## src/dual_motor_fault_monitor_macros.svh

```systemverilog
// Assertion macros used by the RTL.
`ifndef DUAL_MOTOR_FAULT_MONITOR_MACROS_SVH
`define DUAL_MOTOR_FAULT_MONITOR_MACROS_SVH

// Same-cycle implication, disabled during reset.
`define DMFM_ASSERT_IMP(label, clk, rst, ante, cons) \
  label: assert property (@(posedge clk) disable iff (rst) (ante) |-> (cons)) \
    else $error("dmfm: same-cycle check failed");

// Next-cycle implication, disabled during reset.
`define DMFM_ASSERT_NXT(label, clk, rst, ante, cons) \
  label: assert property (@(posedge clk) disable iff (rst) (ante) |=> (cons)) \
    else $error("dmfm: next-cycle check failed");

`endif

```

## src/dmfm_pkg.sv

```systemverilog
`default_nettype none

package dmfm_pkg;

  localparam int DT_W       = 8;
  localparam int CUR_W      = 16;
  localparam int SPD_W      = 16;
  localparam int DUTY_W     = 11;
  localparam int LIMIT_W    = 15;
  localparam int DWELL_W    = 20;
  localparam int DUTYMIN_W  = 10;
  localparam int SPDTH_W    = 15;
  localparam int STUCK_W    = 16;
  localparam int FLAG_W     = 7;
  localparam int CFG_IDX_W  = 3;
  localparam int CFG_DATA_W = 20;

  typedef enum logic [CFG_IDX_W-1:0] {
    REG_OVERCURRENT_LIMIT = 3'd0,
    REG_OVERCURRENT_DWELL = 3'd1,
    REG_STALL_DUTY_MIN    = 3'd2,
    REG_STALL_SPEED_MAX   = 3'd3,
    REG_STALL_DWELL       = 3'd4,
    REG_ENCODER_SPEED_MIN = 3'd5,
    REG_ENCODER_TIMEOUT   = 3'd6,
    REG_ADC_STUCK_SAMPLES = 3'd7
  } cfg_reg_t;

  typedef struct packed {
    logic [LIMIT_W-1:0]   overcurrent_limit_ma;
    logic [DWELL_W-1:0]   overcurrent_dwell_ms;
    logic [DUTYMIN_W-1:0] stall_duty_min;
    logic [SPDTH_W-1:0]   stall_speed_max;
    logic [DWELL_W-1:0]   stall_dwell_ms;
    logic [SPDTH_W-1:0]   encoder_speed_min;
    logic [DWELL_W-1:0]   encoder_timeout_ms;
    logic [STUCK_W-1:0]   adc_stuck_samples;
  } cfg_t;

  localparam cfg_t CFG_RESET = '{
    overcurrent_limit_ma: 15'd5000,
    overcurrent_dwell_ms: 20'd200,
    stall_duty_min:       10'd500,
    stall_speed_max:      15'd50,
    stall_dwell_ms:       20'd500,
    encoder_speed_min:    15'd100,
    encoder_timeout_ms:   20'd500,
    adc_stuck_samples:    16'd50
  };

  // Per-motor sample carried into a side unit.
  typedef struct packed {
    logic [CUR_W-1:0]  current_ma;
    logic [SPD_W-1:0]  speed;
    logic [SPD_W-1:0]  target;
    logic [DUTY_W-1:0] duty;
  } side_in_t;

  typedef struct packed {
    logic encoder;
    logic stall;
    logic overcurrent;
  } side_flags_t;

  function automatic logic [SPD_W-1:0] abs_spd(input logic [SPD_W-1:0] v);
    abs_spd = v[SPD_W-1] ? (~v + 1'b1) : v;
  endfunction

  function automatic logic [DUTY_W-1:0] abs_duty(input logic [DUTY_W-1:0] v);
    abs_duty = v[DUTY_W-1] ? (~v + 1'b1) : v;
  endfunction

endpackage

`default_nettype wire

```

## src/dual_motor_fault_monitor.sv

```systemverilog
`default_nettype none

// Dual motor fault monitor. Each input transaction is one monitor tick for
// both motors; each tick yields exactly one output transaction carrying the
// seven-bit fault word (bits 0/1 overcurrent L/R, 2/3 stall L/R, 4/5 encoder
// timeout L/R, 6 ADC stuck). Per motor, three dwell timers accumulate
// elapsed_ms while their condition holds, clear when it drops, and saturate
// at full scale; a fault bit is set while its timer is at or above the
// programmed dwell. The ADC-stuck counter counts ticks on which both raw
// samples are railed or both repeat the previous tick, but only while the
// current is valid and either absolute duty reaches ADC_MIN_DUTY. The block
// accepts one tick per clock and sustains one result per clock: a tick is
// captured in the input register, the timers and the stuck counter are
// updated as it moves on, and its fault word is captured in the output
// register, which raises out_valid. A stalled output holds both stages;
// the input side keeps taking ticks as long as the input register can
// drain. Write configuration registers through cfg_we / cfg_index /
// cfg_data only while no tick is in flight; there is no read-back.
// No clearing pass is needed after reset.

`include "dual_motor_fault_monitor_macros.svh"

module dual_motor_fault_monitor #(
  parameter int ADC_BITS     = 12,
  parameter int TIMER_BITS   = 20,
  parameter int RAIL_MARGIN  = 16,
  parameter int ADC_MIN_DUTY = 50
) (
  input  wire logic                            clk,
  input  wire logic                            rst,
  // configuration write port
  input  wire logic                            cfg_we,
  input  wire logic [dmfm_pkg::CFG_IDX_W-1:0]  cfg_index,
  input  wire logic [dmfm_pkg::CFG_DATA_W-1:0] cfg_data,
  // tick input channel
  input  wire logic                            in_valid,
  output logic                                 in_ready,
  input  wire logic [dmfm_pkg::DT_W-1:0]       elapsed_ms,
  input  wire logic signed [dmfm_pkg::CUR_W-1:0]  current_left_ma,
  input  wire logic signed [dmfm_pkg::CUR_W-1:0]  current_right_ma,
  input  wire logic signed [dmfm_pkg::SPD_W-1:0]  speed_left,
  input  wire logic signed [dmfm_pkg::SPD_W-1:0]  speed_right,
  input  wire logic signed [dmfm_pkg::SPD_W-1:0]  target_left,
  input  wire logic signed [dmfm_pkg::SPD_W-1:0]  target_right,
  input  wire logic signed [dmfm_pkg::DUTY_W-1:0] duty_left,
  input  wire logic signed [dmfm_pkg::DUTY_W-1:0] duty_right,
  input  wire logic                            current_valid,
  input  wire logic [ADC_BITS-1:0]             adc_left,
  input  wire logic [ADC_BITS-1:0]             adc_right,
  // fault word output channel
  output logic                                 out_valid,
  input  wire logic                            out_ready,
  output logic [dmfm_pkg::FLAG_W-1:0]          fault_flags
);
  import dmfm_pkg::*;

  // Rail thresholds; an oversized margin pulls the upper rail down to zero.
  localparam int AdcFull = (1 << ADC_BITS) - 1;
  localparam int RailHi  = (AdcFull > RAIL_MARGIN) ? (AdcFull - RAIL_MARGIN) : 0;
  localparam logic [31:0]       RailLoU   = 32'(RAIL_MARGIN);
  localparam logic [31:0]       RailHiU   = 32'(RailHi);
  localparam logic [DUTY_W-1:0] MinDuty   = DUTY_W'(ADC_MIN_DUTY);
  localparam logic [STUCK_W-1:0] StuckMax = '1;

  cfg_t cfg;

  // Input register stage.
  logic                  s1_valid;
  logic [DT_W-1:0]       s1_dt;
  side_in_t              s1_left, s1_right;
  logic                  s1_current_valid;
  logic [ADC_BITS-1:0]   s1_adc_left, s1_adc_right;

  // Detector state.
  logic [ADC_BITS-1:0]   prev_adc_left, prev_adc_right;
  logic [STUCK_W-1:0]    stuck_cnt, stuck_cnt_next;

  logic                  advance;
  logic                  step;
  logic                  stuck_active, rails, same, stuck_flag;
  side_flags_t           flags_left, flags_right;
  logic [FLAG_W-1:0]     fault_flags_next;

  function automatic logic is_railed(input logic [ADC_BITS-1:0] s);
    logic [31:0] w;
    w = {{(32 - ADC_BITS){1'b0}}, s};
    is_railed = (w <= RailLoU) || (w >= RailHiU);
  endfunction

  // ---------------------------------------------------------------- config
  always_ff @(posedge clk) begin
    if (rst) begin
      cfg <= CFG_RESET;
    end else if (cfg_we) begin
      case (cfg_reg_t'(cfg_index))
        REG_OVERCURRENT_LIMIT: cfg.overcurrent_limit_ma <= cfg_data[LIMIT_W-1:0];
        REG_OVERCURRENT_DWELL: cfg.overcurrent_dwell_ms <= cfg_data[DWELL_W-1:0];
        REG_STALL_DUTY_MIN:    cfg.stall_duty_min       <= cfg_data[DUTYMIN_W-1:0];
        REG_STALL_SPEED_MAX:   cfg.stall_speed_max      <= cfg_data[SPDTH_W-1:0];
        REG_STALL_DWELL:       cfg.stall_dwell_ms       <= cfg_data[DWELL_W-1:0];
        REG_ENCODER_SPEED_MIN: cfg.encoder_speed_min    <= cfg_data[SPDTH_W-1:0];
        REG_ENCODER_TIMEOUT:   cfg.encoder_timeout_ms   <= cfg_data[DWELL_W-1:0];
        REG_ADC_STUCK_SAMPLES: cfg.adc_stuck_samples    <= cfg_data[STUCK_W-1:0];
        default: ;
      endcase
    end
  end

  // ------------------------------------------------------------- handshake
  // Advance whenever the output register is empty or being drained; the
  // input register then frees up in the same cycle.
  assign advance  = !out_valid || out_ready;
  assign in_ready = !s1_valid || advance;
  assign step     = s1_valid && advance;

  always_ff @(posedge clk) begin
    if (rst) begin
      s1_valid <= 1'b0;
    end else if (in_valid && in_ready) begin
      s1_valid <= 1'b1;
    end else if (advance) begin
      s1_valid <= 1'b0;
    end
  end

  // Payload capture; no reset needed.
  always_ff @(posedge clk) begin
    if (in_valid && in_ready) begin
      s1_dt               <= elapsed_ms;
      s1_left.current_ma  <= current_left_ma;
      s1_left.speed       <= speed_left;
      s1_left.target      <= target_left;
      s1_left.duty        <= duty_left;
      s1_right.current_ma <= current_right_ma;
      s1_right.speed      <= speed_right;
      s1_right.target     <= target_right;
      s1_right.duty       <= duty_right;
      s1_current_valid    <= current_valid;
      s1_adc_left         <= adc_left;
      s1_adc_right        <= adc_right;
    end
  end

  // ----------------------------------------------------------- dwell timers
  dmfm_side #(.TIMER_BITS(TIMER_BITS)) u_side_left (
    .clk    (clk),
    .rst    (rst),
    .step   (step),
    .dt     (s1_dt),
    .sample (s1_left),
    .cfg    (cfg),
    .flags  (flags_left)
  );

  dmfm_side #(.TIMER_BITS(TIMER_BITS)) u_side_right (
    .clk    (clk),
    .rst    (rst),
    .step   (step),
    .dt     (s1_dt),
    .sample (s1_right),
    .cfg    (cfg),
    .flags  (flags_right)
  );

  // ------------------------------------------------------- ADC stuck detect
  // Count only while the current is valid and at least one side drives hard
  // enough; otherwise drop the count and keep the stuck bit low.
  assign stuck_active = s1_current_valid
                        && ((abs_duty(s1_left.duty) >= MinDuty)
                            || (abs_duty(s1_right.duty) >= MinDuty));
  assign rails = is_railed(s1_adc_left) && is_railed(s1_adc_right);
  assign same  = (s1_adc_left == prev_adc_left) && (s1_adc_right == prev_adc_right);

  always_comb begin
    if (!stuck_active || !(rails || same)) begin
      stuck_cnt_next = '0;
    end else if (stuck_cnt == StuckMax) begin
      stuck_cnt_next = stuck_cnt;
    end else begin
      stuck_cnt_next = stuck_cnt + 1'b1;
    end
  end

  assign stuck_flag = stuck_active && (stuck_cnt_next >= cfg.adc_stuck_samples);

  always_ff @(posedge clk) begin
    if (rst) begin
      stuck_cnt      <= '0;
      prev_adc_left  <= '0;
      prev_adc_right <= '0;
    end else if (step) begin
      stuck_cnt      <= stuck_cnt_next;
      prev_adc_left  <= s1_adc_left;
      prev_adc_right <= s1_adc_right;
    end
  end

  // --------------------------------------------------------- output register
  assign fault_flags_next = {stuck_flag,
                             flags_right.encoder,     flags_left.encoder,
                             flags_right.stall,       flags_left.stall,
                             flags_right.overcurrent, flags_left.overcurrent};

  always_ff @(posedge clk) begin
    if (rst) begin
      out_valid <= 1'b0;
    end else if (advance) begin
      out_valid <= s1_valid;
    end
  end

  always_ff @(posedge clk) begin
    if (step) begin
      fault_flags <= fault_flags_next;
    end
  end

  // ------------------------------------------------------------- assertions
  `DMFM_ASSERT_IMP(a_ready_when_empty, clk, rst, !s1_valid, in_ready)
  `DMFM_ASSERT_NXT(a_accept_fills_stage, clk, rst, in_valid && in_ready, s1_valid)
  `DMFM_ASSERT_NXT(a_step_makes_result, clk, rst, step, out_valid)
  `DMFM_ASSERT_NXT(a_idle_clears_stuck, clk, rst, step && !stuck_active, stuck_cnt == '0)

endmodule

`default_nettype wire

```

## src/dmfm_side.sv

```systemverilog
`default_nettype none

module dmfm_side #(
  parameter int TIMER_BITS = 20
) (
  input  wire logic                      clk,
  input  wire logic                      rst,
  input  wire logic                      step,
  input  wire logic [dmfm_pkg::DT_W-1:0] dt,
  input  wire dmfm_pkg::side_in_t        sample,
  input  wire dmfm_pkg::cfg_t            cfg,
  output dmfm_pkg::side_flags_t          flags
);
  import dmfm_pkg::*;

  localparam int CMP_W = (TIMER_BITS > DWELL_W) ? TIMER_BITS : DWELL_W;

  logic [TIMER_BITS-1:0] oc_time, stall_time, enc_time;
  logic [TIMER_BITS-1:0] oc_time_next, stall_time_next, enc_time_next;
  logic [SPD_W-1:0]      abs_speed, abs_target;
  logic                  oc_cond, stall_cond, enc_cond;

  function automatic logic [TIMER_BITS-1:0] dwell_add(
    input logic [TIMER_BITS-1:0] t,
    input logic                  cond,
    input logic [DT_W-1:0]       d
  );
    logic [TIMER_BITS:0] sum;
    sum = {1'b0, t} + {{(TIMER_BITS + 1 - DT_W){1'b0}}, d};
    if (!cond) begin
      dwell_add = '0;
    end else if (sum[TIMER_BITS]) begin
      dwell_add = '1;
    end else begin
      dwell_add = sum[TIMER_BITS-1:0];
    end
  endfunction

  assign abs_speed  = abs_spd(sample.speed);
  assign abs_target = abs_spd(sample.target);

  assign oc_cond    = $signed(sample.current_ma) > $signed({1'b0, cfg.overcurrent_limit_ma});
  assign stall_cond = ($signed(sample.duty) >= $signed({1'b0, cfg.stall_duty_min}))
                      && (abs_speed <= {1'b0, cfg.stall_speed_max});
  assign enc_cond   = (abs_target >= {1'b0, cfg.encoder_speed_min})
                      && (abs_speed <= {1'b0, cfg.encoder_speed_min});

  assign oc_time_next    = dwell_add(oc_time, oc_cond, dt);
  assign stall_time_next = dwell_add(stall_time, stall_cond, dt);
  assign enc_time_next   = dwell_add(enc_time, enc_cond, dt);

  always_comb begin
    flags.overcurrent = CMP_W'(oc_time_next) >= CMP_W'(cfg.overcurrent_dwell_ms);
    flags.stall       = CMP_W'(stall_time_next) >= CMP_W'(cfg.stall_dwell_ms);
    flags.encoder     = CMP_W'(enc_time_next) >= CMP_W'(cfg.encoder_timeout_ms);
  end

  always_ff @(posedge clk) begin
    if (rst) begin
      oc_time    <= '0;
      stall_time <= '0;
      enc_time   <= '0;
    end else if (step) begin
      oc_time    <= oc_time_next;
      stall_time <= stall_time_next;
      enc_time   <= enc_time_next;
    end
  end

endmodule

`default_nettype wire
```

## config.mk

```make
export PLATFORM = sky130hd
export DESIGN_NAME = dual_motor_fault_monitor
export DESIGN_NICKNAME = d
export VERILOG_FILES = /design/src/dmfm_pkg.sv /design/src/dual_motor_fault_monitor.sv /design/src/dmfm_side.sv
export VERILOG_INCLUDE_DIRS = /design/src /design/src/src
export SDC_FILE = /design/constraint.sdc
export NUM_CORES = 1
export LEC_CHECK = 0
export CORE_AREA = 2 2 223 225
export DETAILED_ROUTE_END_ITERATION = 8
export DIE_AREA = 0 0 225 227
export DONT_BUFFER_PORTS = 1
export PLACE_DENSITY = 0.87
export SYNTH_ARGS = -nofsm -noshare
export SYNTH_HDL_FRONTEND = slang
export SYNTH_SLANG_ARGS = --single-unit
```

## constraint.sdc

```tcl
create_clock -name clk -period 4.88 [get_ports clk]
set_input_delay 0.244 -clock clk [delete_from_list [all_inputs] [get_ports clk]]
set_output_delay 0.244 -clock clk [all_outputs]
set_load 0.01 [all_outputs]
```

Word level (Yosys, flattened, before mapping)

Index checks and enable logic that the tools add are counted.

Bits in registers: 451
Bits of input ports: 179
Word-level logic and storage cells: 137

$add $sub $neg: 13
$lt $le $gt $ge: 23
Eq/ne operators: 10
Muxes and demuxes: 22
Bitwise gates (word level): 6
Reductions and logical operators: 31

Operator list:

| operator                                                           | count |
|---|---|
| 2-to-1 mux 20 bit                                                  | 12 |
| adder 20 x 8 -> 21 bit                                             | 6 |
| greater-or-equal comparator 20 bit                                 | 6 |
| 2-to-1 mux 16 bit                                                  | 6 |
| adder 16 x 1 -> 16 bit, second input constant                      | 5 |
| <= comparator 16 x 15 -> 1 bit                                     | 4 |
| NOT 16 bit                                                         | 4 |
| greater-or-equal comparator 16 x 15 -> 1 bit                       | 2 |
| > comparator 16 bit                                                | 2 |
| == test 12 bit                                                     | 2 |
| greater-or-equal comparator 12 bit, second input constant          | 2 |
| <= comparator 12 x 5 -> 1 bit, second input constant               | 2 |
| adder 11 x 1 -> 11 bit, second input constant                      | 2 |
| greater-or-equal comparator 11 bit                                 | 2 |
| greater-or-equal comparator 11 x 6 -> 1 bit, second input constant | 2 |
| 2-to-1 mux 11 bit                                                  | 2 |
| NOT 11 bit                                                         | 2 |
| == test 16 bit, second input constant                              | 1 |
| greater-or-equal comparator 16 bit                                 | 1 |
| AND reduction 2 bit                                                | 8 |
| == test 3 bit, second input constant                               | 4 |
| logical AND 1 bit                                                  | 10 |
| logical OR 1 bit                                                   | 7 |
| == test 3 x 2 -> 1 bit, second input constant                      | 2 |
| other kinds (5)                                                    | 9 |

Depth between registers and ports, before layout

Gate-level depths: netlist (run 1).

Depth in word-level cells: 11
Depth in mapped cells: 23

Cells and area by module

From an unflattened synthesis (run 1), not the netlist that was laid out.

Cells, all modules: 3,401
Area total of the unflattened synthesis: 29,278.1 µm²

By module, submodules not included:

| module                    | instances | cells an instance | area an instance (µm²) | sequential area each (µm²) |
|---|---|---|---|---|
| dual_motor_fault_monitor  | 1         | 1,193             | 12,607.1               | 8,207.9 |
| dmfm_side at u_side_right | 1         | 1,094             | 8,360.5                | 1,201.2 |
| dmfm_side at u_side_left  | 1         | 1,114             | 8,310.5                | 1,201.2 |

Worst setup path before layout (run 1)

No wires, ideal clock.

Kind: reg-to-reg
From: register s1_left[27] (netlist name)
To: register fault_flags[2] (netlist name) (data pin)
Library setup time: 267 ps
Arrival time: 4,881 ps
Setup slack: -268 ps
Stages on the path, launching flop included: 22
Buffers on the path: 1
Path through: edfxtp_1 or2_1 or4_1 or3_1 o41ai_1 xnor2_1 ha_1 a21o_1 a21oi_1 nor3b_1 o211ai_1 a221o_2 buf_2 o21bai_1 ha_1 nand2b_1 a21o_1 a21o_1 a21oi_1 o21ai_0 a2111oi_0 o21ai_0

RTL lines:

| item                 | RTL line                        | text |
|---|---|---|
| from (decl)          | dual_motor_fault_monitor.sv:70  | `side_in_t s1_left, s1_right;` |
| to (signal assigned) | dual_motor_fault_monitor.sv:214 | `fault_flags <= fault_flags_next;` |
| to (decl)            | dual_motor_fault_monitor.sv:53  | `output logic [dmfm_pkg::FLAG_W-1:0] fault_flags` |

==> results of run 1 <==
flip-flops by register name (all words and copies together) (netlist names), 8 cells and up:
signal	count
u_side_left.enc_time	20
s1_right	59
u_side_left.oc_time	20
u_side_right.enc_time	20
u_side_right.oc_time	20
s1_adc_left	12
stuck_cnt	16
u_side_right.stall_time	20
cfg	131
prev_adc_right	12
s1_dt	8
prev_adc_left	12
s1_adc_right	12
u_side_left.stall_time	20
s1_left	59
worst min-delay path by stage:
stage	startpoint	slack, ns	end	cells past startpoint
2_1_floorplan	adc_left[0]	0.34	s1_adc_left[0]$_DFFE_PP_	0
3_3_place_gp	rst	0.32	cfg[112]$_SDFFE_PP0P_	1
3_5_place_dp	rst	0.32	cfg[114]$_SDFFE_PP0P_	1
4_1_cts	cfg_index[1]	0.02	cfg[120]$_SDFFE_PP0P_	4
5_1_grt	cfg_index[0]	0.08	cfg[89]$_SDFFE_PP0P_	4
6_report	cfg_index[0]	0.07	cfg[89]$_SDFFE_PP0P_	4
cells in the final DEF, fill, tap and decap left out, types with 28 or more instances in the layout:
cell type,n
nand2_1,461
ha_1,329
a21oi_1,303
dfxtp_1,293
nor2_1,193
inv_1,183
dlygate4sd3_1,176
edfxtp_1,158
o21ai_0,135
buf_4,103
xnor2_1,93
a21o_1,72
nand3_1,68
o211ai_1,56
xor2_1,55
nor3_1,54
nand4_1,51
clkbuf_16,49
a31oi_1,41
a211oi_1,37
o21a_1,35
nand2b_1,33
nor2b_1,32
o31ai_1,31
nor4_1,28
through the flow:
step / setup WS, ns / std cells / area, sq um / power [mW] / util
floorplan: -0.0636 / 3253 / 28500 / 4.96 / -
global placement: -0.124 / 3832 / 29500 / 5.21 / 0.607
detailed placement: -0.204 / 3832 / 29500 / 5.25 / 0.607
CTS: -0.156 / 4103 / 33000 / 9.12 / 0.680
global route: -0.360 / 4120 / 33400 / 9.57 / 0.688
finish: -0.251 / 4120 / 33400 / 9.32 / 0.688
cell usage after synthesis, types with 18 or more instances:
cell / number
a211oi_1: 37
a21o_1: 72
a21oi_1: 317
a22o_1: 25
a31oi_1: 41
and3_1: 27
clkbuf_1: 107
dfxtp_1: 293
edfxtp_1: 158
ha_1: 333
inv_1: 184
nand2_1: 463
nand2b_1: 36
nand3_1: 68
nand4_1: 51
nor2_1: 197
nor2b_1: 32
nor3_1: 57
nor4_1: 30
o211ai_1: 56
o21a_1: 35
o21ai_0: 145
o31ai_1: 33
o41ai_1: 19
or3_1: 18
xnor2_1: 96
xor2_1: 55
final cells by class:
cell class,instances,area [sq um]
multi-input combinational,2481,17000
fill,3315,15100
sequential,451,10600
timing repair buffer,290,2720
clock buffer,65,1330
tap,622,778
inverter,185,698
clock inverter,23,245
antenna,3,7.51
routing by layer:
metal / GRT usage / vias to the layer above / wire length [microns]
li1: - / 12272 / -
met3: 0.0764 / 486 / 9000
met5: 0 / - / 0
met4: 0.239 / 0 / 6820
met2: 0.559 / 1643 / 41200
met1: 0.391 / 12664 / 32700
power by group through the flow:
stage / clock network (mW) / registers (mW) / logic [mW]
after CTS: 3.73 / 4.14 / 1.25
after global routing: 3.90 / 4.16 / 1.50
after floorplan: 0 / 4.19 / 0.779
after detailed placement: 0 / 4.22 / 1.04
after global placement: 0 / 4.21 / 0.997
final: 3.76 / 4.15 / 1.41
timing repair:
action | 4_1_cts | 5_1_grt
pin swaps | 14 | 42
hold buffers | 177 | 0
setup buffers | 5 | 13
gates resized for setup | 25 | 59
gates cloned | 1 | 1
hold endpoints to repair | 327 | 0
endpoints found under the setup margin | 4 | 5
worst min-delay path: cells and delay by family:
family,cells,cell delay [ns]
compound gates,1,0.12
simple gates,3,0.28
cells by family after synthesis:
| logic type | Yosys count |
|---|---|
| buf+inv | 322 |
| flops | 451 |
| mux | 9 |
| fa+ha+maj | 339 |
| xor+xnor | 151 |
| compound gates | 919 |
| simple gates | 1062 |
==> out/results.txt, run 1 <==
Global-route wire length before repair: 137 mm
XOR/XNOR Fraction of Synth Area: 0.0465
Post-synthesis mux area share: 0.00321
CP required: 5.24 ns
WP depth: 21
Global route overflow: 0
Combinational power share: 0.151
Total GRT Usage: 0.338
Routed len/inst: 21.8 microns
Post-synthesis async set-or-reset flop share: 0
Share of cells above drive strength 1: 0.0841
Sw Share: 0.280
Crit end category: flop
Final ANT Viol Nets: 0
Cells along the critical path: or4_4 > nand3b_1 > o41ai_2 > xnor2_1 > ha_1 > buf_4 > a211o_1 > or4_4 > a21oi_4 > buf_6 > nand2_4 > buf_6 > buf_6 > a31oi_1 > ha_1 > a21o_1 > a21oi_2 > nor2b_1 > o21ai_1 > o211ai_1 > o22a_1
Die Ht: 227 microns
Yosys reg bits: 451
Min Hold Slack: 0.0653 ns
Critical R2R Capture: fault_flags[5]$_DFFE_PP_
Vias: 27,065
Clock power share: 0.404
Mapped Area: 28,500 sq um
Simple-Gate Fraction of Synth Area: 0.174
Cell Int Power: 6.71 mW
Final Net Count: 3,974
Antenna violations before repair: 3
Leakage: 13.2 nW
Die width: 225 microns
R2R Path Start: s1_right[35]$_DFFE_PP_
Max VDD drop: 353 uV
Post-synth cell types: 86
Status: complete, but fails checks
Root Buffer: clkbuf_16
Main combinational cell family by area after synthesis: compound AO/OA/AOI/OAI gates
Switching power: 2.61 mW
Unrepaired setup endpoints after global routing: yes
Max incr delay on CP: 0.55 ns
CP delay by family, top: compound AO/OA/AOI/OAI gates
Top area cells in the synthesized netlist: dfxtp_1, edfxtp_1, ha_1
Final min period: 5.13 ns
F_max: 195 MHz
Synth Net Count: 3,771
Flop pwr share: 0.446
Adder-Cell Fraction of Synth Area: 0.151
Pwr dens: 279 nW/um^2
CTS tree: yes
Clk slew on worst S/H paths: 0.07 ns
Startpoint types: flop
Crit-path slowest cell: or4_4
Clock sinks: 451
Post-synthesis sequential area ratio: 0.373
Clock Latency Late Sink: 0.62 ns
Starting Density: 0.586
Worst reg-to-reg setup slack: -0.25 ns
Drc violations: 0
Top-area cell type share of the netlist area: 0.206
Overall routed net length: 89.7 mm
Fin crit share: 1.05
Synth Area in Compound Gates: 0.209
Synth Warn #: 0
First-pass detailed-route iteration total: 7
Worst Skew: 0.0279 ns
Setup Crit Path Kind: flop to flop
CP most frequent cell: buf_6
Setup_tns: -0.475 ns
Placement Rows: 81
Max clock buf depth: 3
Avg Vias per Cell: 6.57
Port bufs: 0
Cells after synthesis: 3,253
CP endpoint: fault_flags[5]$_DFFE_PP_
Largest net degree at the start of global routing: 137
Pins Over Slew Limit: 0
CP startpoint: s1_right[35]$_DFFE_PP_
Crit path DAT: 5.49 ns
Ys flop type: dfxtp_1
Worst Setup Slack, final: -0.251 ns
Full die area: 51,100 sq um
CTS Buf Count: 47
CP Buf/Inv Count: 4
Critical Path Fanout Max: 7
EDFF count, synth: 158
Core footprint: 48,500 sq um
Boundary Pins: 188
DRT iter0 DRCs: 2,821
Post-DP HPWL: 55.8 mm
Gp weighted congestion: 0.944
Slew @ Worst Pin: 1.27 ns
Max Cap Violations: 0
Hold crit path type: input port to flop
Final setup viols: 3
Vias in the first global route: 26,030
Cell taking the most area after synthesis: dfxtp_1
Failing checks: negative setup slack
R2R cell count: 21
Final hold vios: 0
P&R area growth vs syn: 17.4%
H-tree depth: 2
Rel. slew slack: 0.146
Syn Area/Cell: 8.75 sq um
(Power assumes the default switching activity.)
==> inputs of run 2 (changes only) <==
--- a/config.mk
+++ b/config.mk
@@ -6,11 +6,11 @@
 export SDC_FILE = /design/constraint.sdc
 export NUM_CORES = 1
 export LEC_CHECK = 0
-export CORE_AREA = 2 2 223 225
+export CORE_AREA = 2 2 221 223
 export DETAILED_ROUTE_END_ITERATION = 8
-export DIE_AREA = 0 0 225 227
+export DIE_AREA = 0 0 223 225
 export DONT_BUFFER_PORTS = 1
-export PLACE_DENSITY = 0.87
+export PLACE_DENSITY = 0.85
 export SYNTH_ARGS = -nofsm -noshare
 export SYNTH_HDL_FRONTEND = slang
 export SYNTH_SLANG_ARGS = --single-unit
==> constraint.sdc (replaced) <==
create_clock -name clk -period 6.4 [get_ports clk]
set_input_delay 0.32 -clock clk [delete_from_list [all_inputs] [get_ports clk]]
set_output_delay 0.32 -clock clk [all_outputs]
set_load 0.01 [all_outputs]
==> run 2 against run 1 <==
The flow now finishes without violations. Core utilization down 0.72 points. Count of clock-buffer cells in the layout up 6. Non-clock buffer count decreased by 90. Flip-flop and latch count unchanged. Global-route usage fell by 1.8 points. Largest power group unchanged.
==> out/results.txt, run 2 (synthesis results as in run 1) <==
Setup Crit Path Kind: flop to flop (unchanged)
WL met2: 37.5 mm (was 41.2 mm)
Share of cells above drive strength 1: 0.0444 (was 0.0841)
Placement Rows: 80 (was 81)
Max VDD drop: 301 uV (was 353 uV)
Final ANT Viol Nets: 0 (unchanged)
Global route overflow: 0 (unchanged)
DRT iter0 DRCs: 2,791 (was 2,821)
Critical Path Fanout Max: 21 (was 7)
Max Cap Violations: 0 (unchanged)
Clock power share: 0.423 (was 0.404)
Vias in the first global route: 24,709 (was 26,030)
Hold crit path type: input port to flop (unchanged)
Worst Skew: 0.0413 ns (was 0.0279 ns)
Switching power: 1.87 mW (was 2.61 mW)
Antenna violations before repair: 3 (unchanged)
Number of flip-flops in the largest register: 131 (unchanged)
Full die area: 50,200 sq um (was 51,100 sq um)
Overall routed net length: 82.8 mm (was 89.7 mm)
Met1 wire length: 32.6 mm (was 32.7 mm)
Port bufs: 0 (unchanged)
Leakage: 12.6 nW (was 13.2 nW)
Core footprint: 47,500 sq um (was 48,500 sq um)
Startpoint types: flop (unchanged)
Worst reg-to-reg setup slack: 0.56 ns (was -0.25 ns)
Commonest non-fill, non-tap cell in the layout: nand2_1 (unchanged)
Clk slew on worst S/H paths: 0.06 ns (was 0.07 ns)
Global-route wire length before repair: 129 mm (was 137 mm)
F_max: 171 MHz (was 195 MHz)
CTS tree: yes (unchanged)
Most frequent cells in the layout: nand2_1, ha_1, a21oi_1 (unchanged)
Starting Density: 0.599 (was 0.586)
Sw Share: 0.264 (was 0.280)
CTS Buf Count: 48 (was 47)
Final setup viols: 0 (was 3)
Largest register by flop count: cfg (unchanged)
Unrepaired setup endpoints after global routing: no (was yes)
Largest net degree at the start of global routing: 152 (was 137)
Root Buffer: clkbuf_16 (unchanged)
Top flop regs: cfg x131, s1_left x59, s1_right x59 (unchanged)
Post-DP HPWL: 53.0 mm (was 55.8 mm)
Cell Int Power: 5.22 mW (was 6.71 mW)
Total power of the final layout: 7.09 mW (was 9.32 mW)
Fin crit share: 0.912 (was 1.05)
CP required: 6.73 ns (was 5.24 ns)
Combinational power share: 0.131 (was 0.151)
Met3 wire length: 7.18 mm (was 9.00 mm)
Crit end category: flop (unchanged)
Vias: 25,835 (was 27,065)
Final hold vios: 0 (unchanged)
Gp weighted congestion: 0.950 (was 0.944)
Boundary Pins: 188 (unchanged)
Die Ht: 225 microns (was 227 microns)
Setup_tns: 0 ns (was -0.475 ns)
Clock sinks: 451 (unchanged)
H-tree depth: 2 (unchanged)
Routed len/inst: 20.6 microns (was 21.8 microns)
Final Net Count: 3,884 (was 3,974)
Total GRT Usage: 0.321 (was 0.338)
P&R area growth vs syn: 13.8% (was 17.4%)
Clock Latency Late Sink: 0.61 ns (was 0.62 ns)
Rel. slew slack: 0.178 (was 0.146)
Avg Vias per Cell: 6.42 (was 6.57)
Max clock buf depth: 3 (unchanged)
Flop pwr share: 0.446 (about the same)
First-pass detailed-route iteration total: 6 (was 7)
Crit path DAT: 6.17 ns (was 5.49 ns)
Drc violations: 0 (unchanged)
Top Metal Used: met4 (unchanged)
Slew @ Worst Pin: 1.23 ns (was 1.27 ns)
Status: finished clean (was complete, but fails checks)
Die width: 223 microns (was 225 microns)
Final min period: 5.84 ns (was 5.13 ns)
CTS resizes: 0 (was 25)
Pwr dens: 219 nW/um^2 (was 279 nW/um^2)
Pins Over Slew Limit: 0 (unchanged)
-- run 2: cell count changes in the layout (fill, tap and decap cells not counted), sizes merged --
cell,delta
dlygate4sd3,-2
nand3b,-1
clkbuf,+5
inv,-2
clkinv,-6
diode,+1
buf,-87
bufinv,+2
-- run 2: timing repair --
item | 4_1_cts | 5_1_grt
setup buffers | 0 | 0
hold buffers | 175 | 0
endpoints found under the hold margin | 321 | 0
-- run 2: critical path, cell delays in order (launching register included) --
cell and delay, ns:
edfxtp_1 0.45, nor4_1 0.65, nand2_1 0.26, o31ai_1 0.45, xnor2_1 0.23, ha_1 0.29
nand4_1 0.12, or3_1 0.15, a21oi_1 0.04, or4_1 0.52, a21oi_1 0.53, nand2_1 0.10
buf_4 0.24, or2_2 0.31, ha_1 0.26, nand2b_1 0.14, a21o_1 0.17, a21oi_1 0.13
nor2b_1 0.05, o21ai_0 0.18, a21oi_1 0.09, o22a_1 0.21
-- run 2: area by class of cell --
type / instances / area (sq um)
Sequential cell: 451 / 10600
Clock buffer: 71 / 1450
Multi-Input combinational cell: 2480 / 16600
Inverter: 185 / 694
Timing Repair Buffer: 200 / 1980
Clock inverter: 17 / 238
Antenna cell: 4 / 10.0
Fill cell: 3570 / 15200
Tap cell: 615 / 769
-- run 2: worst paths after layout --
path	startpoint	end	depth (start not counted)
hold reg to reg	cfg[98]$_SDFFE_PP0P_	cfg[98]$_SDFFE_PP0P_	2
hold / removal	rst	u_side_right.enc_time[17]$_SDFFE_PP0P_	3
setup reg to reg	s1_right[29]$_DFFE_PP_	fault_flags[5]$_DFFE_PP_	21
setup / recovery	s1_right[29]$_DFFE_PP_	fault_flags[5]$_DFFE_PP_	21
-- run 2: power by group through the flow --
| stage | combinational, mW | clock, mW | sequential [mW] |
|---|---|---|---|
| floorplan | 0.593 | 0 | 3.19 |
| global placement | 0.720 | 0 | 3.21 |
| detailed placement | 0.746 | 0 | 3.22 |
| CTS | 0.886 | 2.99 | 3.16 |
| global route | 1.01 | 3.13 | 3.17 |
| finish | 0.927 | 3.00 | 3.16 |
-- run 2: per-stage QoR --
step | setup WS, ns | hold WS, ns | util | instances | area, sq um
floorplan | 1.25 | 0.419 | - | 3253 | 28500
global placement | 0.991 | 0.396 | 0.608 | 3756 | 28900
detailed placement | 0.885 | 0.400 | 0.608 | 3756 | 28900
CTS | 0.862 | 0.0564 | 0.681 | 4019 | 32400
global route | 0.208 | 0.0971 | 0.681 | 4022 | 32400
finish | 0.561 | 0.0910 | 0.681 | 4023 | 32400
-- run 2: per-layer routing --
metal / GRT usage / up-vias
li1: - / 12062
met1: 0.399 / 12059
met2: 0.520 / 1318
met3: 0.0598 / 396
met4: 0.194 / 0
met5: 0 / -
